--- src/hw/rtl/signed_int_to_decimal_ascii_assert.svh ---
// assertion macros used by sida_back
`ifndef SIGNED_INT_TO_DECIMAL_ASCII_ASSERT_SVH
`define SIGNED_INT_TO_DECIMAL_ASCII_ASSERT_SVH

// same-cycle implication, checked out of reset
`define SIDA_ASSERT_NOW(lbl, ante, cons) \
    lbl: assert property (@(posedge clk) disable iff (!rst_n) (ante) |-> (cons)) \
        else $error("sida assertion failed");

// next-cycle implication, checked out of reset
`define SIDA_ASSERT_NEXT(lbl, ante, cons) \
    lbl: assert property (@(posedge clk) disable iff (!rst_n) (ante) |=> (cons)) \
        else $error("sida assertion failed");

`endif

--- src/hw/rtl/sida_pkg.sv ---
`timescale 1ns / 1ps

package sida_pkg;

    localparam int CHAR_W  = 6;
    localparam int DIGIT_W = 4;

    typedef logic [CHAR_W-1:0]  char_t;
    typedef logic [DIGIT_W-1:0] digit_t;

    localparam char_t ASCII_ZERO  = 6'd48;
    localparam char_t ASCII_MINUS = 6'd45;

endpackage

--- src/hw/rtl/sida_if.sv ---
`timescale 1ns / 1ps

interface sida_value_if #(
    parameter int VALUE_WIDTH = 32
);
    logic                   valid;
    logic                   ready;
    logic [VALUE_WIDTH-1:0] value;

    modport source (output valid, output value, input ready);
    modport sink   (input valid, input value, output ready);
endinterface

interface sida_char_if;
    import sida_pkg::*;

    logic  valid;
    logic  ready;
    char_t character;
    logic  last;

    modport source (output valid, output character, output last, input ready);
    modport sink   (input valid, input character, input last, output ready);
endinterface

--- src/hw/rtl/sida_front.sv ---
`timescale 1ns / 1ps

module sida_front #(
    parameter int VALUE_WIDTH = 32
) (
    sida_value_if.sink              num,
    output logic                    push_valid,
    input  logic                    push_ready,
    output logic [VALUE_WIDTH:0]    push_data
);
    import sida_pkg::*;

    logic [VALUE_WIDTH-1:0] val;
    logic                   neg;
    logic [VALUE_WIDTH-1:0] mag;

    assign val = num.value;
    assign neg = val[VALUE_WIDTH-1];
    // most negative value negates to itself, which is the right unsigned magnitude
    assign mag = neg ? (~val + {{(VALUE_WIDTH-1){1'b0}}, 1'b1}) : val;

    assign push_valid = num.valid;
    assign num.ready  = push_ready;
    assign push_data  = {neg, mag};

endmodule

--- src/hw/rtl/sida_queue.sv ---
`timescale 1ns / 1ps

module sida_queue #(
    parameter int DATA_WIDTH = 33
) (
    input  logic                  clk,
    input  logic                  rst_n,
    input  logic                  push_valid,
    output logic                  push_ready,
    input  logic [DATA_WIDTH-1:0] push_data,
    output logic                  pop_valid,
    input  logic                  pop_ready,
    output logic [DATA_WIDTH-1:0] pop_data
);
    import sida_pkg::*;

    logic [DATA_WIDTH-1:0] mem [2];
    logic                  wr_ptr_reg;
    logic                  wr_ptr_next;
    logic                  rd_ptr_reg;
    logic                  rd_ptr_next;
    logic [1:0]            count_reg;
    logic [1:0]            count_next;
    logic                  push;
    logic                  pop;

    assign push_ready = (count_reg != 2'd2);
    assign pop_valid  = (count_reg != 2'd0);
    assign pop_data   = mem[rd_ptr_reg];

    assign push = push_valid && push_ready;
    assign pop  = pop_valid && pop_ready;

    always_comb
    begin
        wr_ptr_next = push ? ~wr_ptr_reg : wr_ptr_reg;
        rd_ptr_next = pop ? ~rd_ptr_reg : rd_ptr_reg;
        count_next  = count_reg;
        if (push && !pop)
        begin
            count_next = count_reg + 2'd1;
        end
        else if (pop && !push)
        begin
            count_next = count_reg - 2'd1;
        end
    end

    always_ff @(posedge clk or negedge rst_n)
    begin
        if (!rst_n)
        begin
            wr_ptr_reg <= 1'b0;
            rd_ptr_reg <= 1'b0;
            count_reg  <= 2'd0;
        end
        else
        begin
            wr_ptr_reg <= wr_ptr_next;
            rd_ptr_reg <= rd_ptr_next;
            count_reg  <= count_next;
        end
    end

    always_ff @(posedge clk)
    begin
        if (push)
        begin
            mem[wr_ptr_reg] <= push_data;
        end
    end

endmodule

--- src/hw/rtl/sida_back.sv ---
`timescale 1ns / 1ps

module sida_back #(
    parameter int VALUE_WIDTH = 32
) (
    input  logic                  clk,
    input  logic                  rst_n,
    input  logic                  pop_valid,
    output logic                  pop_ready,
    input  logic [VALUE_WIDTH:0]  pop_data,
    sida_char_if.source           text
);
    import sida_pkg::*;

    // enough decimal digits for 2^(VALUE_WIDTH-1)
    localparam int NUM_DIGITS = (VALUE_WIDTH * 30103) / 100000 + 1;
    localparam int BCD_W      = NUM_DIGITS * DIGIT_W;
    localparam int CNT_W      = $clog2(VALUE_WIDTH);
    localparam int IDX_W      = $clog2(NUM_DIGITS);
    localparam logic [CNT_W-1:0] CNT_LAST = CNT_W'(VALUE_WIDTH - 1);

    localparam logic [2:0] ST_IDLE  = 3'd0;
    localparam logic [2:0] ST_CONV  = 3'd1;
    localparam logic [2:0] ST_FIND  = 3'd2;
    localparam logic [2:0] ST_SIGN  = 3'd3;
    localparam logic [2:0] ST_DIGIT = 3'd4;

    logic [2:0]             state_reg;
    logic [2:0]             state_next;
    logic [VALUE_WIDTH-1:0] mag_reg;
    logic [VALUE_WIDTH-1:0] mag_next;
    logic                   neg_reg;
    logic                   neg_next;
    logic [BCD_W-1:0]       bcd_reg;
    logic [BCD_W-1:0]       bcd_next;
    logic [CNT_W-1:0]       cnt_reg;
    logic [CNT_W-1:0]       cnt_next;
    logic [IDX_W-1:0]       idx_reg;
    logic [IDX_W-1:0]       idx_next;
    logic                   out_valid_reg;
    logic                   out_valid_next;
    char_t                  char_reg;
    char_t                  char_next;
    logic                   last_reg;
    logic                   last_next;

    digit_t                 digit_arr [NUM_DIGITS];
    logic [BCD_W-1:0]       bcd_adj;
    logic [IDX_W-1:0]       msd;
    digit_t                 cur_digit;
    logic                   slot_free;
    logic                   pop;

    // shift-and-add-3 correction, one per digit
    always_comb
    begin
        for (int i = 0; i < NUM_DIGITS; i++)
        begin
            digit_arr[i] = bcd_reg[i*DIGIT_W +: DIGIT_W];
            bcd_adj[i*DIGIT_W +: DIGIT_W] = (digit_arr[i] >= 4'd5)
                ? (digit_arr[i] + 4'd3) : digit_arr[i];
        end
    end

    // position of the leading nonzero digit, zero if all digits are zero
    always_comb
    begin
        msd = '0;
        for (int i = 0; i < NUM_DIGITS; i++)
        begin
            if (digit_arr[i] != 4'd0)
            begin
                msd = IDX_W'(i);
            end
        end
    end

    assign cur_digit = digit_arr[idx_reg];
    assign slot_free = !out_valid_reg || text.ready;
    assign pop_ready = (state_reg == ST_IDLE);
    assign pop       = pop_valid && pop_ready;

    always_comb
    begin
        state_next     = state_reg;
        mag_next       = mag_reg;
        neg_next       = neg_reg;
        bcd_next       = bcd_reg;
        cnt_next       = cnt_reg;
        idx_next       = idx_reg;
        out_valid_next = out_valid_reg && !text.ready;
        char_next      = char_reg;
        last_next      = last_reg;

        case (state_reg)
            ST_IDLE:
            begin
                if (pop)
                begin
                    neg_next   = pop_data[VALUE_WIDTH];
                    mag_next   = pop_data[VALUE_WIDTH-1:0];
                    bcd_next   = '0;
                    cnt_next   = '0;
                    state_next = ST_CONV;
                end
            end
            ST_CONV:
            begin
                bcd_next = {bcd_adj[BCD_W-2:0], mag_reg[VALUE_WIDTH-1]};
                mag_next = {mag_reg[VALUE_WIDTH-2:0], 1'b0};
                cnt_next = cnt_reg + {{(CNT_W-1){1'b0}}, 1'b1};
                if (cnt_reg == CNT_LAST)
                begin
                    state_next = ST_FIND;
                end
            end
            ST_FIND:
            begin
                idx_next   = msd;
                state_next = neg_reg ? ST_SIGN : ST_DIGIT;
            end
            ST_SIGN:
            begin
                if (slot_free)
                begin
                    out_valid_next = 1'b1;
                    char_next      = ASCII_MINUS;
                    last_next      = 1'b0;
                    state_next     = ST_DIGIT;
                end
            end
            ST_DIGIT:
            begin
                if (slot_free)
                begin
                    out_valid_next = 1'b1;
                    char_next      = ASCII_ZERO + {2'b00, cur_digit};
                    last_next      = (idx_reg == '0);
                    if (idx_reg == '0)
                    begin
                        state_next = ST_IDLE;
                    end
                    else
                    begin
                        idx_next = idx_reg - {{(IDX_W-1){1'b0}}, 1'b1};
                    end
                end
            end
            default:
            begin
                state_next = ST_IDLE;
            end
        endcase
    end

    always_ff @(posedge clk or negedge rst_n)
    begin
        if (!rst_n)
        begin
            state_reg     <= ST_IDLE;
            out_valid_reg <= 1'b0;
        end
        else
        begin
            state_reg     <= state_next;
            out_valid_reg <= out_valid_next;
        end
    end

    always_ff @(posedge clk)
    begin
        mag_reg  <= mag_next;
        neg_reg  <= neg_next;
        bcd_reg  <= bcd_next;
        cnt_reg  <= cnt_next;
        idx_reg  <= idx_next;
        char_reg <= char_next;
        last_reg <= last_next;
    end

    assign text.valid     = out_valid_reg;
    assign text.character = char_reg;
    assign text.last      = last_reg;

`include "signed_int_to_decimal_ascii_assert.svh"

    `SIDA_ASSERT_NOW(a_digit_is_decimal, (state_reg == ST_DIGIT), (cur_digit <= 4'd9))
    `SIDA_ASSERT_NOW(a_minus_not_last, (out_valid_reg && (char_reg == ASCII_MINUS)), (!last_reg))
    `SIDA_ASSERT_NEXT(a_last_ends_item, ((state_reg == ST_DIGIT) && slot_free && (idx_reg == '0)), (state_reg == ST_IDLE))
    `SIDA_ASSERT_NOW(a_conv_count_range, (state_reg == ST_CONV), (cnt_reg <= CNT_LAST))

endmodule

--- src/hw/rtl/signed_int_to_decimal_ascii.sv ---
`timescale 1ns / 1ps

// channel | role | payload
// num     | sink | value (VALUE_WIDTH bits, two's complement)
// text    | src  | character (6 bits ascii), last (1 bit)
//
// each item goes through the converter in order (load, one
// double-dabble step per magnitude bit, leading digit search), then
// its characters, up to 11 at 32 bits, go out one by one as text takes them
// a two-entry queue sits between the front and the converter
// rst_n clears control state only; results wait in an output register
module signed_int_to_decimal_ascii #(
    parameter int VALUE_WIDTH = 32
) (
    input  logic        clk,
    input  logic        rst_n,
    sida_value_if.sink  num,
    sida_char_if.source text
);
    import sida_pkg::*;

    logic                 push_valid;
    logic                 push_ready;
    logic [VALUE_WIDTH:0] push_data;
    logic                 pop_valid;
    logic                 pop_ready;
    logic [VALUE_WIDTH:0] pop_data;

    sida_front #(
        .VALUE_WIDTH (VALUE_WIDTH)
    ) u_front (
        .num        (num),
        .push_valid (push_valid),
        .push_ready (push_ready),
        .push_data  (push_data)
    );

    sida_queue #(
        .DATA_WIDTH (VALUE_WIDTH + 1)
    ) u_queue (
        .clk        (clk),
        .rst_n      (rst_n),
        .push_valid (push_valid),
        .push_ready (push_ready),
        .push_data  (push_data),
        .pop_valid  (pop_valid),
        .pop_ready  (pop_ready),
        .pop_data   (pop_data)
    );

    sida_back #(
        .VALUE_WIDTH (VALUE_WIDTH)
    ) u_back (
        .clk       (clk),
        .rst_n     (rst_n),
        .pop_valid (pop_valid),
        .pop_ready (pop_ready),
        .pop_data  (pop_data),
        .text      (text)
    );

endmodule
--- src/flat_wrapper.sv ---
// flat-port wrapper written by rule: the top's interface ports become plain ports
module signed_int_to_decimal_ascii_flat import sida_pkg::*;
#(
    parameter int VALUE_WIDTH = 32
)
  (clk, rst_n, num_valid, num_value, num_ready, text_valid, text_character, text_last, text_ready);
  sida_value_if #(.VALUE_WIDTH(VALUE_WIDTH)) num_i ();
  sida_char_if text_i ();
  input  logic clk;
  input  logic rst_n;
  input wire logic [$bits(num_i.valid)-1:0] num_valid;
  input wire logic [$bits(num_i.value)-1:0] num_value;
  output wire logic [$bits(num_i.ready)-1:0] num_ready;
  output wire logic [$bits(text_i.valid)-1:0] text_valid;
  output wire logic [$bits(text_i.character)-1:0] text_character;
  output wire logic [$bits(text_i.last)-1:0] text_last;
  input wire logic [$bits(text_i.ready)-1:0] text_ready;
  assign num_i.valid = num_valid;
  assign num_i.value = num_value;
  assign num_ready = num_i.ready;
  assign text_valid = text_i.valid;
  assign text_character = text_i.character;
  assign text_last = text_i.last;
  assign text_i.ready = text_ready;
  signed_int_to_decimal_ascii #(.VALUE_WIDTH(VALUE_WIDTH)) u_core (.clk(clk), .rst_n(rst_n), .num(num_i), .text(text_i));
endmodule
--- config.mk ---
export PLATFORM = sky130hd
export DESIGN_NAME = signed_int_to_decimal_ascii_flat
export DESIGN_NICKNAME = d
export VERILOG_FILES = /design/src/hw/rtl/sida_pkg.sv /design/src/hw/rtl/sida_if.sv /design/src/hw/rtl/sida_front.sv /design/src/hw/rtl/sida_queue.sv /design/src/hw/rtl/sida_back.sv /design/src/hw/rtl/signed_int_to_decimal_ascii.sv /design/src/flat_wrapper.sv
export VERILOG_INCLUDE_DIRS = /design/src /design/src/hw/rtl
export SDC_FILE = /design/constraint.sdc
export NUM_CORES = 1
export LEC_CHECK = 0
export ABC_AREA = 1
export BUFFER_PORTS_ARGS = -buffer_cell sky130_fd_sc_hd__buf_2
export CELL_PAD_IN_SITES_DETAIL_PLACEMENT = 1
export CELL_PAD_IN_SITES_GLOBAL_PLACEMENT = 1
export CORE_AREA = 2 2 141 143
export CTS_CLUSTER_DIAMETER = 40
export DETAILED_ROUTE_END_ITERATION = 8
export DIE_AREA = 0 0 143 145
export PLACE_DENSITY = 0.81
export SLEW_MARGIN = 10
export SYNTH_ARGS = -nofsm -noshare
export SYNTH_HDL_FRONTEND = slang
export SYNTH_SLANG_ARGS = --single-unit
--- constraint.sdc ---
create_clock -name clk -period 3.9 [get_ports clk]
set_input_delay 0.585 -clock clk [delete_from_list [all_inputs] [get_ports clk]]
set_output_delay 0.585 -clock clk [all_outputs]
set_load 0.02 [all_outputs]
==> results.txt, run 1 <==
H-tree depth - 4
number of iterations in the first detailed-routing pass - 4
fin nets - 993
area of all placed cells without fillers - 9590 um^2
gp weighted congestion - 0.814
end of the worst register-to-register path - u_core.u_back.mag_reg[3]
Gate power share - 0.353
crit path launch type - flop
area of the mapped netlist - 8510 um^2
Mean Syn Cell Area - 9.54 um^2
Die Span X - 143 um
clock skew - 0.00853 ns
most common cell type on the critical path - inv_1
count of yosys warnings during synthesis - 0
Max-Cap Viols - 0
antenna cell count - 0
CP Launch Point - u_core.u_back.state_reg[1]
Boundary Pins - 45
Die Area - 20700 um^2
CP Class - flop to flop
count of pins over their slew limit - 0
buffers from clock root to sink, at most - 2
clock tree from TritonCTS - done
fraction of power consumed by the clock network - 0.222
clock insertion delay at the later pin of the skew report - 0.44 ns
synth cell count leaders - 166 x nand2_1, 154 x edfxtp_1, 108 x inv_1, 100 x nor2_1, 63 x o21ai_0
Max FO, Critical Path - 60
total congestion overflow - 0
Post-Route Setup TNS - 0 ns
# clock sinks - 162
number of global-route vias before repair - 6753
Seq cells post-synth - 162
area of all sequential standard cells - 4820 um^2
most frequent cell after synthesis - nand2_1
Crit. End Element - flop
antenna violations before repair - 0
R2R cell count - 6
origin of the worst min-delay path - text_ready
HP Class - input port to flop
chip height - 145 um
clock buffer count from CTS - 17
post-synthesis to final-layout area growth - 12.8%
pre-CTS setup slack - 1.34 ns
EDFF count, synth - 154
net count after synthesis - 953
least setup slack across all paths after layout - 1.35 ns
Worst Path Arrival - 2.61 ns
Post-Syn Instances - 892
Tightest Pin Transition - 1.07 ns
maximum clock frequency - 393 MHz
main combinational cell family by area after synthesis - simple AND/OR/NAND/NOR gates
Fill cells - 2183
VDD IR max - 0.385 mV
fraction of the mapped netlist area in compound gates - 0.117
cell breakdown of the critical path - nor3_1 -> inv_1 -> a21oi_2 -> inv_1 -> nand2_4 -> buf_4
Clock Root Buffer - clkbuf_16
capture point of the worst path - u_core.u_back.mag_reg[3]
final-report setup violation count - 0
Final Hold Vio Count - 0
Clk pin slew, worst setup/hold paths - 0.06 ns
number of input and output port buffers inserted - 43
outcome - complete, no violations
leakage power - 0.00385 uW
instance count after placement with tap cells included - 1177
slowest cell on the critical path - buf_4
Slowest Stage Delay on Critical Path - 0.68 ns
Synth top area share - 0.544
post-route minimum period - 2.55 ns
area of the core region - 19200 um^2
tightest slew margin relative to the limit - 0.283
DRT Wirelength - 20300 um
crit share post-route - 0.653
count of buffers added by post-CTS timing repair for setup - 0
wire length of the first global-routing pass - 33500 um
fraction of registers with async set/reset - 0.0494
largest net degree at the start of global routing - 85
Final Total Pwr - 7860 uW
part of the Yosys area used for sequential elements - 0.567
Net Sw Frac - 0.393
total area of multi-input combinational cells - 3120 um^2
RSZ-0062 raised after global routing - false
worst-case register-to-register setup slack - 1.35 ns
top area cells in the synthesized netlist - edfxtp_1 54%, nand2_1 7.3%, inv_1 4.8%, nor2_1 4.4%, o21ai_0 3.7%
Placement Rows - 51
Power Internal - 4770 uW
Finished Layout Cells - 1210
Synth Area in Adders - 0.0368
vias - 6333
reported net switching power - 3090 uW
DRC Markers - 0
Synth Flop Type - edfxtp_1
Worst Path Required - 3.96 ns
layout cell share with drive strength beyond 1 - 0.116
routed wirelength normalized by instance count - 16.8 um
Total GRT Usage - 0.206
detailed placement HPWL - 13900 um
starting utilization of the core area - 0.443
flip-flop count of the largest register after layout - 66
number of DRC markers in iteration 0 - 345
portion of total power attributed to sequential cells - 0.425
post-synth cell types - 39
post-route antenna net violation count - 0
power per cell area - 820 nW/um^2
post-synthesis share of cell area spent on and, or, nand and nor gates - 0.179
Synth area leader - edfxtp_1
portion of netlist area occupied by mux cells - 0
xor/xnor share of the synthesized area - 0.0319
via/cell ratio - 5.23
placed cell areas - 8970 um^2
worst r2r src - u_core.u_back.state_reg[1]
==> area by class of cell <==
cell class                 count  area share
inverter                     115      0.0450
sequential                   162       0.503
multi-input combinational    586       0.326
tap                          265      0.0346
clock buffer                  18      0.0447
timing repair buffer          50      0.0282
clock inverter                14      0.0188
==> power by group through the flow <==
stage	Combinational (uW)	Sequential, uW	Clock (uW)
after floorplan	2040	3270	0
after global placement	2610	3320	0
after detailed placement	2770	3360	0
after CTS	2830	3340	1770
after global routing	3170	3420	1840
final	2770	3340	1750
==> routing by layer <==
layer,wire length [um],track usage,up-vias
li1,-,-,3118
met4,455,0.0757,0
met2,10600,0.373,97
met5,0,0,-
met3,498,0.0393,27
met1,8750,0.240,3091
==> worst min path at each step <==
stage                     slack [ns]  cells after the start                         end
after floorplan                 0.29                      0  u_core.u_back.state_reg[0]
after global placement          0.44                      1    u_core.u_back.text.valid
after detailed placement        0.45                      1    u_core.u_back.text.valid
after global routing            0.35                      2  u_core.u_back.state_reg[1]
after CTS                       0.34                      2  u_core.u_back.state_reg[1]
final                           0.36                      2  u_core.u_back.state_reg[1]
==> worst max-delay path: cells and delay by family (launching register included) <==
kind | cells | cell delay (ns)
buffers and inverters | 3 | 0.91
AO/OA/AOI/OAI | 1 | 0.20
flip-flops | 1 | 0.43
AND/OR/NAND/NOR | 2 | 0.57
==> cells by family after synthesis <==
kind of cell / count (synthesis)
AO/OA/AOI/OAI: 175
XOR/XNOR: 31
adder cells (fa/ha/maj): 25
buffers and inverters: 144
flip-flops: 162
other: 1
AND/OR/NAND/NOR: 354
==> what timing repair did <==
item / CTS / global route
hold buffers: 1 / 0
gates resized for setup: 0 / 0
endpoints found under the hold margin: 8 / 0
==> cell usage in the layout, fill, tap and decap left out, drive strengths merged, types with 8 or more instances in the layout <==
master	count
nand2	172
edfxtp	154
inv	117
nor2	109
o21ai	68
a21oi	50
buf	49
nand3	43
a31oi	32
xor2	25
ha	25
nor3	20
clkbuf	18
a211oi	12
dfrtp	8
clkinv	8
==> through the flow <==
stage          hold slack (ns)   util
6_report                 0.360  0.499
5_1_grt                  0.348  0.499
4_1_cts                  0.340  0.499
3_5_place_dp             0.446  0.467
3_3_place_gp             0.441  0.467
2_1_floorplan            0.289      -
Power figures use the tool's default switching activity.
==> run 2: changes to the inputs <==
clock period = 2.5 ns   (was 3.9 ns; I/O delays follow)
==> results.txt, run 2 (synthesis results as in run 1) <==
most frequent standard cell in the layout excluding fill and tap cells - nand2_1
post-route antenna net violation count - 0 (unchanged)
number of global-route vias before repair - 6791 (+0.56%)
starting utilization of the core area - 0.443 (unchanged)
number of iterations in the first detailed-routing pass - 5 (+1)
count of pins over their slew limit - 0 (unchanged)
Fill cells - 2163 (-0.92%)
number of input and output port buffers inserted - 43 (unchanged)
final-report setup violation count - 0 (unchanged)
RSZ-0062 raised after global routing - false
cell breakdown of the critical path - inv_1 -> nand3_2 -> inv_2 -> o21ai_0 -> a211oi_1
clock insertion delay at the later pin of the skew report - 0.43 ns (about the same)
DRT Wirelength - 20000 um (-1.4%)
H-tree depth - 4 (unchanged)
clock tree from TritonCTS - done
most frequent cells in the layout - 165 x nand2_1, 154 x edfxtp_1, 108 x inv_1, 98 x nor2_1, 63 x o21ai_0
vias - 6359 (+0.41%)
crit share post-route - 0.848 (+0.195)
area of the core region - 19200 um^2 (unchanged)
Slowest Stage Delay on Critical Path - 0.53 ns (-0.15 ns)
number of DRC markers in iteration 0 - 304 (-12%)
Worst Path Arrival - 2.35 ns (-0.26 ns)
Max-Cap Viols - 0 (unchanged)
chip height - 145 um (unchanged)
Crit. End Element - flop
CP Class - flop to flop
Total GRT Usage - 0.203 (-0.00348)
Clock Root Buffer - clkbuf_16
DRC Markers - 0 (unchanged)
Die Span X - 143 um (unchanged)
gp weighted congestion - 0.808 (-0.73%)
total congestion overflow - 0 (unchanged)
fin nets - 999 (+0.60%)
least setup slack across all paths after layout - 0.380 ns (-0.975 ns)
Worst Path Required - 2.73 ns (-1.23 ns)
power per cell area - 1280 nW/um^2 (+56%)
layout cell share with drive strength beyond 1 - 0.124 (+0.00781)
pre-CTS setup slack - 0.480 ns (-0.859 ns)
buffers from clock root to sink, at most - 2 (unchanged)
HP Class - input port to flop
Boundary Pins - 45 (unchanged)
tightest slew margin relative to the limit - 0.616 (+0.333)
Die Area - 20700 um^2 (unchanged)
count of buffer and inverter cells on the critical path - 2 (-1)
category of cells accounting for the largest share of critical-path delay - buffers and inverters
VDD IR max - 0.544 mV (+41%)
maximum clock frequency - 472 MHz (+20%)
Tightest Pin Transition - 0.572 ns (-0.502 ns)
final cell utilization of the core - 0.501 (+0.00215)
flip-flop count of the largest register after layout - 66 (unchanged)
antenna violations before repair - 0 (unchanged)
outcome - complete, no violations
Clk pin slew, worst setup/hold paths - 0.06 ns (about the same)
detailed placement HPWL - 14100 um (+1.2%)
routed wirelength normalized by instance count - 16.5 um (-1.8%)
leakage power - 0.00387 uW (+0.66%)
wire length of the first global-routing pass - 33200 um (-0.66%)
post-route minimum period - 2.12 ns (-0.425 ns)
antenna cell count - 0 (unchanged)
Post-Route Setup TNS - 0 ns (unchanged)
post-synthesis to final-layout area growth - 13.2%
largest net degree at the start of global routing - 52 (-39%)
crit path launch type - flop
via/cell ratio - 5.23 (about the same)
Final Hold Vio Count - 0 (unchanged)
slowest cell on the critical path - inv_2
clock skew - 0.0124 ns (+0.00385 ns)
Placement Rows - 51 (unchanged)
# clock sinks - 162 (unchanged)
Max FO, Critical Path - 27 (-55%)
clock buffer count from CTS - 17 (unchanged)
[run 2: path summary, 6_finish.rpt]
check	start	to	slack [ns]	depth (start not counted)
hold reg to reg	u_core.u_queue.count_reg[0]	u_core.u_queue.count_reg[0]	0.48	1
hold / removal	text_ready	u_core.u_back.text.valid	0.15	2
min in group asynchronous	rst_n	u_core.u_queue.rd_ptr_reg	0.32	2
max in group asynchronous	rst_n	u_core.u_back.state_reg[2]	2.00	2
setup / recovery	u_core.u_back.state_reg[2]	u_core.u_back.bcd_reg[20]	0.38	5
setup reg to reg	u_core.u_back.state_reg[2]	u_core.u_back.bcd_reg[20]	0.38	5
[run 2: worst reg2reg max path: cells and delay by family (launching register included)]
family,cells,cell delay (ns)
AO/OA/AOI/OAI,2,0.45
AND/OR/NAND/NOR,1,0.38
flip-flops,1,0.41
buffers and inverters,2,0.69
[run 2: metrics by stage]
step	hold WS (ns)	instance area [um^2]	power (uW)	instances
6_report	0.155	9630	12300	1215
2_1_floorplan	0.0794	8510	8240	892
3_3_place_gp	0.230	9050	9450	1183
3_5_place_dp	0.230	9050	9770	1183
4_1_cts	0.140	9630	12400	1215
5_1_grt	0.146	9630	13200	1215
[run 2: area by class of cell]
cell class              instances  area (um^2)  share of cell area
clock buffers                  17          425              0.0442
inverters                     115          432              0.0448
clock inverters                14          143              0.0148
multi-input cells             586         3120               0.324
well taps                     265          332              0.0344
repair buffers                 56          353              0.0366
flip-flops and latches        162         4820               0.501
[run 2: repair_timing]
item	4_1_cts	5_1_grt
gates resized for setup	0	0
hold buffers	1	0
hold endpoints to repair	8	0
buffers inserted	0	0
[run 2: power by group]
part / switching (uW) / total (uW) / internal, uW / leakage, uW
Sequential: 608 / 5190 / 4580 / 0.00159
Clock: 1140 / 2540 / 1400 / 0.000276
Combinational: 3140 / 4570 / 1420 / 0.00201
Total: 4890 / 12300 / 7400 / 0.00387
[run 2: per-layer routing]
metal | track usage | vias to the layer above | part of all wire
li1 | - | 3134 | -
met1 | 0.239 | 3122 | 0.43
met2 | 0.373 | 82 | 0.54
met3 | 0.0360 | 21 | 0.020
met4 | 0.0594 | 0 | 0.013
met5 | 0 | - | 0
==> run 3: changes to the inputs <==
CORE_AREA = 2 2 143 145   (was 2 2 141 143)
DIE_AREA = 0 0 145 147   (was 0 0 143 145)
PLACE_DENSITY = 0.82   (was 0.81)
clock period = 1.7 ns   (was 2.5 ns; I/O delays follow)
==> results.txt, run 3 (synthesis results as in run 1) <==
H-tree depth - 4 (unchanged)
worst r2r src - u_core.u_back.bcd_reg[28]
Clk pin slew, worst setup/hold paths - 0.07 ns (about the same)
CP Class - flop to flop
post-synthesis to final-layout area growth - 21.9%
Max-Cap Viols - 0 (unchanged)
vias - 6820 (+7.2%)
crit path launch type - flop
power per cell area - 1950 nW/um^2 (+53%)
Worst Path Required - 1.88 ns (-0.85 ns)
number of iterations in the first detailed-routing pass - 5 (unchanged)
worst-case register-to-register setup slack - -0.03 ns (-0.41 ns)
Boundary Pins - 45 (unchanged)
number of global-route vias before repair - 6998 (+3.0%)
most frequent standard cell in the layout excluding fill and tap cells - nand2_1
count of pins over their slew limit - 0 (unchanged)
met1 Resource Use GR - 0.236 (-0.00320)
total congestion overflow - 0 (unchanged)
Total GRT Usage - 0.203 (+0.000552)
routed wirelength normalized by instance count - 17.4 um (+5.3%)
fin nets - 1057 (+5.8%)
Max FO, Critical Path - 3 (-89%)
maximum clock frequency - 578 MHz (+23%)
number of input and output port buffers inserted - 43 (unchanged)
chip height - 147 um (+1.4%)
Crit. End Element - flop
Worst Path Arrival - 1.91 ns (-0.44 ns)
HP Class - input port to flop
violated checks - negative setup slack
layout cell share with drive strength beyond 1 - 0.210 (+0.0859)
origin of the worst min-delay path - text_ready
area of all sequential standard cells - 4820 um^2 (unchanged)
met2 routing resource usage after global routing - 0.379 (+0.00656)
Placement Rows - 52 (+2.0%)
met3 track demand over resource in global routing - 0.0298 (-0.00616)
leakage power - 0.00421 uW (+8.9%)
clock skew - 0.00769 ns (-0.00470 ns)
clock insertion delay at the later pin of the skew report - 0.43 ns (about the same)
layer carrying the most global-route usage - met2
# clock sinks - 162 (unchanged)
DRC Markers - 0 (unchanged)
final cell utilization of the core - 0.522 (+0.0210)
Final Total Pwr - 20200 uW (+64%)
final-report setup violation count - 2 (+2)
largest net degree at the start of global routing - 71 (+37%)
Die Area - 21300 um^2 (+2.8%)
flip-flop count of the largest register after layout - 66 (unchanged)
most frequent cells in the layout - 165 x nand2_1, 154 x edfxtp_1, 96 x inv_1, 94 x nor2_1, 59 x o21ai_0
end of the worst register-to-register path - u_core.u_back.bcd_reg[30]
Die Span X - 145 um (+1.4%)
antenna violations before repair - 0 (unchanged)
R2R cell count - 6 (+1)
outcome - finished with violations
capture endpoint of the worst hold path - u_core.u_back.text.valid
Fill cells - 2231 (+3.1%)
pre-CTS setup slack - -0.0885 ns (-0.568 ns)
least setup slack across all paths after layout - -0.0296 ns (-0.410 ns)
Final Hold Vio Count - 0 (unchanged)
antenna cell count - 0 (unchanged)
wire length of the first global-routing pass - 34500 um (+3.9%)
total area of multi-input combinational cells - 3270 um^2 (+4.8%)
DRT Wirelength - 22200 um (+11%)
gp weighted congestion - 0.823 (+1.9%)
starting utilization of the core area - 0.429 (-0.0142)
area of the core region - 19800 um^2 (+3.3%)
post-route minimum period - 1.73 ns (-0.390 ns)
crit share post-route - 1.02 (+0.170)
buffers from clock root to sink, at most - 2 (unchanged)
post-route antenna net violation count - 0 (unchanged)
via/cell ratio - 5.33 (+1.9%)
VDD IR max - 0.907 mV (+67%)
Clock Root Buffer - clkbuf_16
RSZ-0062 raised after global routing - true
Hold Crit Depth - 2 (unchanged)
clock tree from TritonCTS - done
clock buffer count from CTS - 17 (unchanged)
number of DRC markers in iteration 0 - 353 (+16%)
detailed placement HPWL - 14800 um (+4.9%)
run 3: changes by cell type in the layout (fill, tap and decap cells not counted), sizes merged:
cell and delta:
clkinv +4, clkbuf +2, buf +57, inv -1, bufinv -1, clkinvlp -2
run 3: report_power, final:
group	switching (uW)	total (uW)	internal, uW
clock	1790	3740	1950
combinational	5380	8850	3470
sequential	882	7610	6730
total	8050	20200	12100
run 3: worst max-delay path by stage:
stage	startpoint	cells past startpoint	endpoint
2_1_floorplan	u_core.u_queue.count_reg[0]	4	u_core.u_queue.mem[1][0]
3_3_place_gp	num_value[0]	10	u_core.u_queue.mem[1][28]
3_5_place_dp	num_value[0]	10	u_core.u_queue.mem[1][16]
4_1_cts	u_core.u_back.state_reg[1]	7	u_core.u_back.bcd_reg[8]
5_1_grt	u_core.u_back.bcd_reg[0]	6	u_core.u_back.bcd_reg[1]
6_report	u_core.u_back.bcd_reg[28]	6	u_core.u_back.bcd_reg[30]
run 3: worst max-delay path, cell delays in order, from the launching register on:
cell and delay (ns):
edfxtp_1 0.41, buf_4 0.17, ha_1 0.22, a211oi_2 0.29, inv_1 0.15, o21ai_0 0.18, a21oi_1 0.06
run 3: timing repair:
item | CTS | global route
setup buffers | 2 | 22
endpoints found under the hold margin | 8 | 0
pin swaps | 2 | 9
endpoints found under the setup margin | 9 | 41
cloned | 0 | 1
resized for setup | 5 | 41
hold buffers | 1 | 0
run 3: metal layers:
| metal | routed length [um] | up-vias |
|---|---|---|
| met1 | 9110 | 3365 |
| li1 | - | 3258 |
| met5 | 0 | - |
| met4 | 612 | 0 |
| met2 | 11800 | 146 |
| met3 | 697 | 51 |
run 3: per-stage QoR:
| stage | std cells | setup TNS, ns | cell area (um^2) | hold slack [ns] |
|---|---|---|---|---|
| after global routing | 1279 | -0.734 | 10400 | 0.0490 |
| after floorplan | 892 | -22.92 | 8540 | -0.0406 |
| after detailed placement | 1221 | -0.953 | 9450 | 0.116 |
| after global placement | 1221 | 0 | 9450 | 0.107 |
| final | 1279 | -0.0582 | 10400 | 0.0389 |
| after CTS | 1256 | 0 | 10100 | 0.0229 |
run 3: cell type report:
cell class	instances	share of cell area
inverter	115	0.0424
multi-input combinational	586	0.316
clock buffer	18	0.0414
timing repair buffer	114	0.0889
sequential	162	0.465
tap	270	0.0326
clock inverter	14	0.0135
